File: src/rtl/aae_pkg.sv
// Package for the adaptive arithmetic encoder.
// Holds the shared types, codes and constants; no dependencies.
`timescale 1ns / 1ps

package aae_pkg;

  localparam int CODE_W = 16;
  localparam int CNT_W  = 14;
  localparam int PEND_W = 9;
  localparam int SPAN_W = 17;
  localparam int PROD_W = SPAN_W + CNT_W;
  localparam int GUARD_W = 5;

  localparam logic [CODE_W-1:0] QTR1 = 16'h4000;
  localparam logic [CODE_W-1:0] QTR2 = 16'h8000;
  localparam logic [CODE_W-1:0] QTR3 = 16'hc000;
  localparam logic [CNT_W-1:0]  COUNT_MAX = 14'h3fff;

  localparam logic CMD_ENCODE = 1'b0;
  localparam logic CMD_FINISH = 1'b1;

  typedef struct packed {
    logic       finish;
    logic [7:0] symbol;
  } op_t;

  typedef enum logic [4:0] {
    S_INIT,
    S_IDLE,
    S_RD1,
    S_RD2,
    S_MUL,
    S_DSTART,
    S_DWAIT,
    S_DRY,
    S_REAL,
    S_PUTBIT,
    S_PUTPEND,
    S_FIN,
    S_FLUSH,
    S_UPD_SETUP,
    S_UPD_RD,
    S_UPD_WR,
    S_DONE
  } back_state_e;

  typedef enum logic [1:0] {
    RN_NONE,
    RN_ZERO,
    RN_ONE,
    RN_MID
  } renorm_e;

endpackage

File: src/rtl/aae_fifo.sv
// Two-entry operation queue between the front and the back end.
// Depends on aae_pkg.
`timescale 1ns / 1ps

module aae_fifo
  import aae_pkg::*;
(
  input  logic clk_i,
  input  logic rst_ni,
  input  logic push_i,
  input  op_t  push_op_i,
  output logic full_o,
  input  logic pop_i,
  output logic avail_o,
  output op_t  head_o
);

  op_t        entry_q [2];
  logic       wptr_q, wptr_d;
  logic       rptr_q, rptr_d;
  logic [1:0] count_q, count_d;

  always_comb begin
    wptr_d  = wptr_q;
    rptr_d  = rptr_q;
    count_d = count_q;
    if (push_i) begin
      wptr_d = ~wptr_q;
    end
    if (pop_i) begin
      rptr_d = ~rptr_q;
    end
    case ({push_i, pop_i})
      2'b10:   count_d = count_q + 2'd1;
      2'b01:   count_d = count_q - 2'd1;
      default: count_d = count_q;
    endcase
  end

  always_ff @(posedge clk_i or negedge rst_ni) begin
    if (!rst_ni) begin
      wptr_q  <= 1'b0;
      rptr_q  <= 1'b0;
      count_q <= 2'd0;
    end else begin
      wptr_q  <= wptr_d;
      rptr_q  <= rptr_d;
      count_q <= count_d;
    end
  end

  always_ff @(posedge clk_i) begin
    if (push_i) begin
      entry_q[wptr_q] <= push_op_i;
    end
  end

  assign full_o  = (count_q == 2'd2);
  assign avail_o = (count_q != 2'd0);
  assign head_o  = entry_q[rptr_q];

endmodule

File: config.mk
export PLATFORM = sky130hd
export DESIGN_NAME = aae_fifo
export DESIGN_NICKNAME = d
export VERILOG_FILES = /design/src/rtl/aae_pkg.sv /design/src/rtl/aae_fifo.sv
export SDC_FILE = /design/constraint.sdc
export NUM_CORES = 1
export LEC_CHECK = 0
export BUFFER_PORTS_ARGS = -buffer_cell sky130_fd_sc_hd__buf_2
export CAP_MARGIN = 5
export CORE_UTILIZATION = 44
export CTS_CLUSTER_DIAMETER = 100
export DETAILED_ROUTE_END_ITERATION = 7
export GPL_ROUTABILITY_DRIVEN = 0
export PLACE_DENSITY = 0.79
export SYNTH_ARGS = -nofsm -noshare
export SYNTH_HDL_FRONTEND = slang
export SYNTH_SLANG_ARGS = --single-unit
File: constraint.sdc
create_clock -name clk_i -period 1.3 [get_ports clk_i]
set_input_delay 0.13 -clock clk_i [delete_from_list [all_inputs] [get_ports clk_i]]
set_output_delay 0.13 -clock clk_i [all_outputs]
set_load 0.02 [all_outputs]
==> run metrics <==
number of register bits inferred by synthesis 22; synthesized instance count 44; detailed-placement wirelength estimate just over 800 um; violation count after the first detailed-routing iteration 11; Crit path arrival time 1280 ps; Core Rows 15; cell internal power dissipation 0.00177 W; post-synthesis area per instance roughly 19 um^2; worst path required time between 1000 and 1500 ps; highest clock frequency the design can meet around 700 MHz; initial antenna violation count 0; number of setup violations in the final report 9; sink count of the clock tree 22; detailed-router iteration count before antenna repair 5; clock edge transition at the registers on the reported setup and hold paths between 100 and 150 ps; number of antenna cells inserted 0; Combinational Power Share about 45%; wire length of the first global-routing pass between 1.5 and 2 mm; TritonCTS clock tree built; ratio of total power to cell area between 2000 and 2500 nW/um^2; Worst Setup Start Kind register; vias just under 500; master cell of the clock root buffer sky130_fd_sc_hd__clkbuf_4; worst vdd ir around 1.2 mV; boundary pin count 24; Synth Warn # 0; unrepaired setup endpoints after global routing true; post-route minimum period around 1400 ps; layout cells sized above 1 between 50 and 60%; class of the worst hold path input port to register; Psw between 0.0007 and 0.0008 W; pin count of the biggest net entering global routing 13; Max H-tree Level 1; Tot GR Track Use a little over an eighth; GRT overflow 0; Routed met3 length around 80 um; leakage slightly below 0.5 nW; count of fill cells added during filler insertion ~130; Final Hold Violating Endpoints 0; clock buffers created by TritonCTS 3; Clk network pwr share between 10% and 20%; antenna viol nets, final 0; number of distinct library cell variants in the gate-level netlist after synthesis 12; portion of the clock cycle consumed by the worst path in the final layout 108%; final standard cell utilization of the core between 60 and 70%; summed instance area of the synthesized netlist 836 um^2; worst-case clock buffer depth 2; Avg Vias per Cell approximately 4.7; WL/cell roughly 12 um; Total Die Area approximately 2100 um^2; endpoint type of the worst setup path output pin; insertion delay to the later sink of the worst-skew pair just under 300 ps; Worst Setup Slack post-DPL approximately 38 ps; count of maximum capacitance violations 0; routed wire length ~1.2 mm; critical path fanouts, max 5; Met1 Wirelength around 500 um; layout net count 96; vias in the first global route about 470; synthesized netlist net count 58; Slew headroom between 70% and 80%; starting density of the core 47.9%; Pins Over Slew Limit 0; start-to-end type of the worst setup path register to output pin; highest routing layer actually used met4; die width around 46 um; layout overhead on the synthesized area 40.9%; met2 WL between 600 and 700 um; Sequential Power Share between 40% and 50%; violations in the final reports negative setup slack; die span in y about 46 um; detailed-route DRC error count 0; part of the Yosys area used for sequential elements 76.6%; Final Non-Filler Cells between 100 and 150; least setup slack across all paths after layout -109 ps; port buffer count 23; net switching share of the total power 30.4%; slew of the pin with the lowest slew margin approximately 430 ps; status finished with violations; Floorplan Core Area 1750 um^2; DP Cell Count 93; Post-Route Skew between 0.6 and 0.7 ps
[placed cells by master (no fill, tap or decap), drive strengths merged]
master	n
buf	31
edfxtp	18
mux2	9
clkbuf	4
dfrtp	4
xor2	3
dlygate4sd3	3
nor2	2
xnor2	2
and2b	1
or2	1
inv	1
and2	1
ha	1
[through the flow]
stage	total power, W	TNS, ps	hold WS, ps	instance area [um^2]
global placement	0.00180	0	-59.8	992
global route	0.00267	-1400	3.21	1180
CTS	0.00245	-1090	3.51	1130
finish	0.00255	-944	12.5	1180
detailed placement	0.00182	0	-61.2	992
floorplan	0.00158	0	-166	836
[worst max-delay path, cell delays in order (launching register included)]
cell and delay (ps):
sky130_fd_sc_hd__dfrtp_2 390, sky130_fd_sc_hd__buf_6 120, sky130_fd_sc_hd__mux2_2 340, sky130_fd_sc_hd__buf_6 130
[timing repair]
item,4_1_cts,5_1_grt
hold endpoints to repair,4,4
hold buffers,1,2
resized for setup,22,3
endpoints found under the setup margin,10,10
buffers inserted,3,3
[power by group through the flow]
stage	clock network (W)	logic, W	registers, W
5_1_grt	0.000397	0.00123	0.00104
3_3_place_gp	0	0.000712	0.00109
6_report	0.000362	0.00116	0.00103
4_1_cts	0.000374	0.00105	0.00103
2_1_floorplan	0	0.000562	0.00102
3_5_place_dp	0	0.000722	0.00110
[Yosys cell counts (all sizes together)]
master | n | area share, %
inv | 1 | 0.45
ha | 1 | 1.5
nor2 | 2 | 0.90
edfxtp | 18 | 65
dfrtp | 4 | 12
and2 | 1 | 0.75
mux2 | 9 | 12
or2 | 1 | 0.75
buf | 1 | 0.60
xnor2 | 2 | 2.1
and2b | 1 | 1.0
xor2 | 3 | 3.1
[routing by layer]
| layer | track usage [%] | vias to the layer above |
|---|---|---|
| met5 | 0 | - |
| met4 | 9.09 | 0 |
| met3 | 4.37 | 2 |
| met2 | 22.0 | 22 |
| met1 | 15.5 | 235 |
| li1 | - | 234 |
[layout make-up]
cell class	instances	area [um^2]	share of cell area, %
Tap cell	25	31.3	2.66
Inverter	1	3.75	0.319
Clock buffer	4	36.3	3.08
Multi-Input combinational cell	20	189	16.0
Timing Repair Buffer	34	275	23.4
Sequential cell	22	642	54.5
[cells by family after synthesis]
kind of cell | Yosys count | synth area share [%]
flip-flops | 22 | 76.6
multiplexers | 9 | 12.1
XOR/XNOR | 5 | 5.24
AND/OR/NAND/NOR | 5 | 3.44
buffers and inverters | 2 | 1.05
adder cells (fa/ha/maj) | 1 | 1.50
[worst paths after layout]
kind	slack [ps]	depth (start not counted)	start	to
max in group asynchronous	1030	2	rst_ni	rptr_q
worst max register to register	130	5	count_q[0]	count_q[1]
worst max-delay path	-110	3	rptr_q	head_o[0]
worst min-delay path	10	1	push_op_i[3]	entry_q[1][3]
worst min register to register	500	1	wptr_q	wptr_q
min in group asynchronous	150	2	rst_ni	count_q[0]
[registers in the layout, indices dropped and copies added, names as in the netlist]
| name | flops |
|---|---|
| wptr_q | 1 |
| rptr_q | 1 |
| entry_q | 18 |
| count_q | 2 |
Note: power is estimated with default switching activity, not from simulation.
